$ cat config.mk
export PLATFORM = sky130hd
export DESIGN_NAME = cpr_ram
export DESIGN_NICKNAME = d
export VERILOG_FILES = /design/src/hw/rtl/assert_macros.svh /design/src/hw/rtl/cpr_ram.sv
export SDC_FILE = /design/constraint.sdc
export NUM_CORES = 1
export LEC_CHECK = 0
export BUFFER_PORTS_ARGS = -buffer_cell sky130_fd_sc_hd__buf_2
export CAP_MARGIN = 20
export CORE_MARGIN = 1.5
export CORE_UTILIZATION = 60
export CTS_BUF_LIST = sky130_fd_sc_hd__clkbuf_16
export CTS_CLUSTER_SIZE = 12
export DETAILED_ROUTE_END_ITERATION = 8
export PLACE_DENSITY_LB_ADDON = 0.12
export RECOVER_POWER = 100
export SYNTH_ARGS = -nofsm -noshare
export SYNTH_HDL_FRONTEND = slang
export SYNTH_SLANG_ARGS = --single-unit
$ cat constraint.sdc
create_clock -name clk -period 4.15 [get_ports clk]
set_clock_uncertainty 0.05 [all_clocks]
set_input_delay 0.415 -clock clk [delete_from_list [all_inputs] [get_ports clk]]
set_output_delay 0.415 -clock clk [all_outputs]
set_load 0.005 [all_outputs]
$ cat src/hw/rtl/assert_macros.svh
// Assertion macros used by clock_page_replacement.sv.
`ifndef ASSERT_MACROS_SVH
`define ASSERT_MACROS_SVH

// Check a condition on every rising clock edge outside reset.
`define ASSERT_ALWAYS(label, cond, msg) \
    label: assert property (@(posedge clk) disable iff (!rst_n) (cond)) else $error(msg);

// Check that a consequent holds in the same cycle as its antecedent.
`define ASSERT_IMPLIES(label, ante, cons, msg) \
    label: assert property (@(posedge clk) disable iff (!rst_n) (ante) |-> (cons)) \
        else $error(msg);

`endif

$ cat src/hw/rtl/cpr_ram.sv
// Generic single-write, single-read RAM with a registered read port.
module cpr_ram #(
    parameter int WIDTH = 8,
    parameter int DEPTH = 16
) (
    input  logic                     clk,
    input  logic                     we,
    input  logic [$clog2(DEPTH)-1:0] waddr,
    input  logic [WIDTH-1:0]         wdata,
    input  logic [$clog2(DEPTH)-1:0] raddr,
    output logic [WIDTH-1:0]         rdata
);

    logic [WIDTH-1:0] mem_reg [DEPTH];
    logic [WIDTH-1:0] rdata_reg;

    // A read at the address being written returns the old contents.
    always_ff @(posedge clk)
    begin
        if (we)
        begin
            mem_reg[waddr] <= wdata;
        end
        rdata_reg <= mem_reg[raddr];
    end

    assign rdata = rdata_reg;

endmodule
==> results of run 1 <==
[critical path: cells and delay by family]
family                 cells  cell delay (ns)
AND/OR/NAND/NOR            1             0.09
AO/OA/AOI/OAI              1             0.36
multiplexers               1             0.67
buffers and inverters      1             0.77
[final cells by class]
| type | count | area share (%) |
|---|---|---|
| clock buffers | 17 | 7.19 |
| clock inverters | 15 | 2.98 |
| multi-input cells | 83 | 17.9 |
| flip-flops and latches | 136 | 67.7 |
| well taps | 105 | 2.22 |
| repair buffers | 29 | 2.03 |
[where the power goes]
part / internal [mW] / leakage, nW / total (mW) / switching, mW
logic: 0.0515 / 0.429 / 0.128 / 0.0764
clock network: 0.947 / 0.290 / 1.52 / 0.569
registers: 1.54 / 1.22 / 1.55 / 0.00929
[kinds of logic after synthesis]
logic type / after synthesis
flip-flops: 136
AND/OR/NAND/NOR: 35
multiplexers: 32
AO/OA/AOI/OAI: 16
buffers and inverters: 10
[metrics by stage]
stage | hold slack, ns | utilization (%)
floorplan | 0.464 | -
global placement | 0.606 | 64.7
detailed placement | 0.612 | 64.7
CTS | 0.333 | 72.0
global route | 0.420 | 71.6
finish | 0.408 | 71.6
[synth_stat cells, drive strengths merged]
library cell,instances,area (um^2)
edfxtp,128,3840
mux4,32,773
a22oi,16,120
nor2,13,48.8
nand2,9,33.8
dfxtp,8,160
buf,7,56.3
nor3,4,20.0
clkdlybuf4s25,3,30.0
nand2b,2,12.5
nand3b,2,15.0
and2,1,6.26
and2b,1,7.51
nand3,1,5.00
nor2b,1,6.26
or3b,1,8.76
[layer usage]
layer / track usage (%) / vias to the layer above
met2: 36.8 / 88
met4: 8.70 / 0
met5: 0 / -
met1: 32.3 / 1234
li1: - / 1050
met3: 5.42 / 10
[worst paths after layout]
kind              slack [ns]  cells after the start            end
setup reg to reg        2.65                      3       rdata[4]
hold reg to reg         0.62                      3       rdata[3]
setup / recovery        2.05                      4       rdata[4]
hold / removal          0.41                      2  mem_reg[0][5]
==> flow_summary.json, run 1 <==
{
  "setup_viol": 0,
  "wl_met3_um": 586,
  "fin_crit_sh_pct": 50.6,
  "cp-startpoint": "raddr[0]",
  "drv_slew": 0,
  "dieArea_mm2": 0.00914,
  "fill_cells": 504,
  "grt.total_usage_pct": 23.4,
  "initial_core_util_pct": 62.3,
  "criticalPathCategory": "in -> reg",
  "fin_tns_setup_ns": 0,
  "outcome": "finished, final reports clean",
  "viasPerCell": 6.19,
  "setup_ws_ns": 2.05,
  "worstPathRequired_ns": 4.38,
  "ctsResizeCount": 0,
  "syn_avg_cell_area_um2": 22.5,
  "place_congestion": 0.709,
  "ys_warn_count": 0,
  "synth_nets": 247,
  "start_kind": "input pin",
  "slowest_stage": "buf_2",
  "reg2reg_from": "mem_reg[9][4]",
  "p_per_area_mw_per_mm2": 539,
  "ir_drop_uv": 311,
  "synth-compound-area-share_pct": 2.33,
  "muxShareOfSynthArea_pct": 15.0,
  "dr.pass1.iters": 4,
  "slowest_delay_ns": 0.77,
  "max_cap_viol_count": 0,
  "die-height_um": 95.6,
  "ys_seq_area_share_pct": 77.8,
  "syn_area_mm2": 0.00515,
  "end_kind": "flip-flop",
  "cts_max_level": 4,
  "clockRootBuffer": "clkbuf_16",
  "clockBufferDepth": 2,
  "drtIter0Drc": 272,
  "finalPower_mw": 3.19,
  "grt_first_pass_wirelength_mm": 14.0,
  "p_leak_nw": 1.94,
  "post_drt_wl_per_cell_um": 24.6,
  "design_area_mm2": 0.00591,
  "clkTransAtPathRegs_ns": 0.06,
  "synth_top_family_by_area": "multiplexers",
  "ios": 26,
  "wirelength_mm": 9.48,
  "core_area_mm2": 0.00826,
  "max_freq_mhz": 476,
  "synthXorXnorAreaFrac_pct": 0,
  "die_w_um": 95.6,
  "rows": 33,
  "hp-start": "waddr[1]",
  "antenna_left": 0,
  "dr_wl_met2_mm": 4.89,
  "post-place-cells": 353,
  "via_count": 2382,
  "seq_area_mm2": 0.00400,
  "antenna_found_initial": 0,
  "num-nets-final": 285,
  "yosys.area_share.simple_pct": 3.18,
  "final_cell_count_no_fill": 385,
  "final_common_cell": "edfxtp_1",
  "rsz0062_at_grt": "no",
  "drive_above_1_share_pct": 21.4,
  "crit_chain": "buf_2 -> mux4_1 -> a22oi_1 -> nand2_1",
  "clock_latency_ns": 0.41,
  "synthAdderAreaFrac_pct": 0,
  "portBuffers": 25,
  "multi_input_area_mm2": 0.00106,
  "clkSinkCount": 136,
  "synth_seq_cells": 136,
  "grt-ovfl-total": 0,
  "dpl_worst_slack_ns": 1.63,
  "grt_start_max_net_pins": 33,
  "mostFrequentLayoutCells": "128 x edfxtp_1, 20 x clkbuf_1, 18 x mux4_2, 17 x clkbuf_16, 16 x a22oi_1",
  "path_max_fanout": 32,
  "hold_class": "in -> reg",
  "synthCells": 229,
  "crit_arrival_ns": 2.33,
  "tritoncts": "done",
  "synth_cell_types": 19,
  "place_area_mm2": 0.00535,
  "post_cts_buffers": 0,
  "hold_violations": 0,
  "hpwl_mm": 5.40,
  "grt_pass1_vias": 2422,
  "largest_reg_flops": 128,
  "diodes": 0,
  "top_layer_used": "met4",
  "final.min_clock_period_ns": 2.10,
  "worst_slew_margin_rel_pct": 30.8,
  "hold_buffers": 0,
  "post-route-drc-count": 0,
  "cts_inserted_buffers": 17,
  "syn2layout_area_growth_pct": 14.9,
  "drt-met1-wl_mm": 3.89,
  "tightest_slew_ns": 1.04
}
Note: power is estimated with default switching activity, not from simulation.
==> inputs of run 2 (changes only) <==
clock period = 2.1 ns   (was 4.15 ns; I/O delays follow)
==> flow_summary.json, run 2 (synthesis results as in run 1) <==
{
  "outcome": "finished, final reports clean",
  "worst_slew_margin_rel_pct": 52.2,
  "worst-path-buf-inv": 2,
  "post-place-cells": 368,
  "antenna_left": 0,
  "clockBufferDepth": 2,
  "wirelength_mm": 9.21,
  "ctsResizeCount": 0,
  "hold_violations": 0,
  "post-route-drc-count": 0,
  "tritoncts": "done",
  "crit_chain": "clkbuf_1 -> or3b_2 -> nor3_1 -> clkbuf_1",
  "hpwl_mm": 5.58,
  "hold_buffers": 0,
  "antenna_found_initial": 0,
  "dieArea_mm2": 0.00914,
  "worstPathRequired_ns": 2.09,
  "syn2layout_area_growth_pct": 16.2,
  "cts_max_level": 4,
  "fin_crit_sh_pct": 70.9,
  "p_per_area_mw_per_mm2": 1030,
  "grt_start_max_net_pins": 33,
  "drv_slew": 0,
  "start_kind": "input pin",
  "drtIter0Drc": 121,
  "place_congestion": 0.695,
  "timing.critical_path.mode_cell": "clkbuf_1",
  "slowest_delay_ns": 0.51,
  "ios": 26,
  "largest_reg_flops": 128,
  "clkSinkCount": 136,
  "dr.pass1.iters": 6,
  "initial_core_util_pct": 62.3,
  "hold_class": "in -> reg",
  "rsz0062_at_grt": "no",
  "final_common_cell": "edfxtp_1",
  "grt_pass1_vias": 2455,
  "mostFrequentLayoutCells": "128 x edfxtp_1, 34 x clkbuf_1, 18 x mux4_2, 17 x clkbuf_16, 16 x a22oi_1",
  "core_area_mm2": 0.00826,
  "p_leak_nw": 1.96,
  "post_drt_wl_per_cell_um": 23.0,
  "max_cap_viol_count": 0,
  "dpl_worst_slack_ns": 0.311,
  "design_area_mm2": 0.00598,
  "cts_inserted_buffers": 17,
  "cp_top_family": "simple AND/OR/NAND/NOR gates",
  "via_count": 2429,
  "final.min_clock_period_ns": 1.49,
  "tightest_slew_ns": 0.714,
  "num-nets-final": 300,
  "post_cts_buffers": 0,
  "finalPower_mw": 6.14,
  "final_cell_count_no_fill": 400,
  "grt_first_pass_wirelength_mm": 13.8,
  "setup_ws_ns": 0.611,
  "fill_cells": 506,
  "grt.total_usage_pct": 22.9,
  "criticalPathCategory": "in -> reg",
  "clockRootBuffer": "clkbuf_16",
  "clkTransAtPathRegs_ns": 0.06,
  "rows": 33,
  "slowest_stage": "or3b_2",
  "fin_tns_setup_ns": 0,
  "die_w_um": 95.6,
  "crit_arrival_ns": 1.48,
  "diodes": 0,
  "place_area_mm2": 0.00549,
  "path_max_fanout": 8,
  "clock_latency_ns": 0.41,
  "viasPerCell": 6.07,
  "ir_drop_uv": 685,
  "end_kind": "flip-flop",
  "setup_viol": 0,
  "max_freq_mhz": 672,
  "die-height_um": 95.6,
  "portBuffers": 25,
  "grt-ovfl-total": 0,
  "drive_above_1_share_pct": 20.0
}
==> run 2: stage by stage <==
stage	hold WS [ns]	util (%)
2_1_floorplan	0.259	-
3_3_place_gp	0.542	66.4
3_5_place_dp	0.540	66.4
4_1_cts	0.112	73.4
5_1_grt	0.294	72.4
6_report	0.268	72.4
==> run 2: path summary, 6_finish.rpt <==
path	startpoint	endpoint	slack [ns]	depth (start not counted)
worst max register to register	mem_reg[8][4]	rdata[4]	0.64	3
worst min register to register	mem_reg[15][2]	rdata[2]	0.63	3
worst min-delay path	wdata[1]	mem_reg[14][1]	0.27	1
worst max-delay path	we	mem_reg[0][2]	0.61	4
==> run 2: area by class of cell <==
cell class              count  area (um^2)  area share (%)
clock buffers              17          425            7.11
clock inverters            15          154            2.57
multi-input cells          83         1060            17.7
flip-flops and latches    136         4000            66.9
well taps                 105          131            2.20
repair buffers             44          210            3.51
==> run 2: worst reg2reg max path: stages (launching register included) <==
cell	delay, ns
edfxtp_1	0.36
mux4_1	0.50
a22oi_1	0.32
nand2_1	0.10
==> run 2: routing by layer <==
metal / global-route usage, % / vias to the layer above / wire [um]
li1: - / 1083 / -
met1: 29.6 / 1260 / 3750
met2: 36.6 / 74 / 4850
met3: 6.54 / 12 / 443
met4: 9.80 / 0 / 165
met5: 0 / - / 0
==> run 2: power breakdown <==
part / internal, mW / switching, mW
Sequential: 3.04 / 0.0205
Combinational: 0.110 / 0.148
Clock: 1.74 / 1.08
Total: 4.89 / 1.25
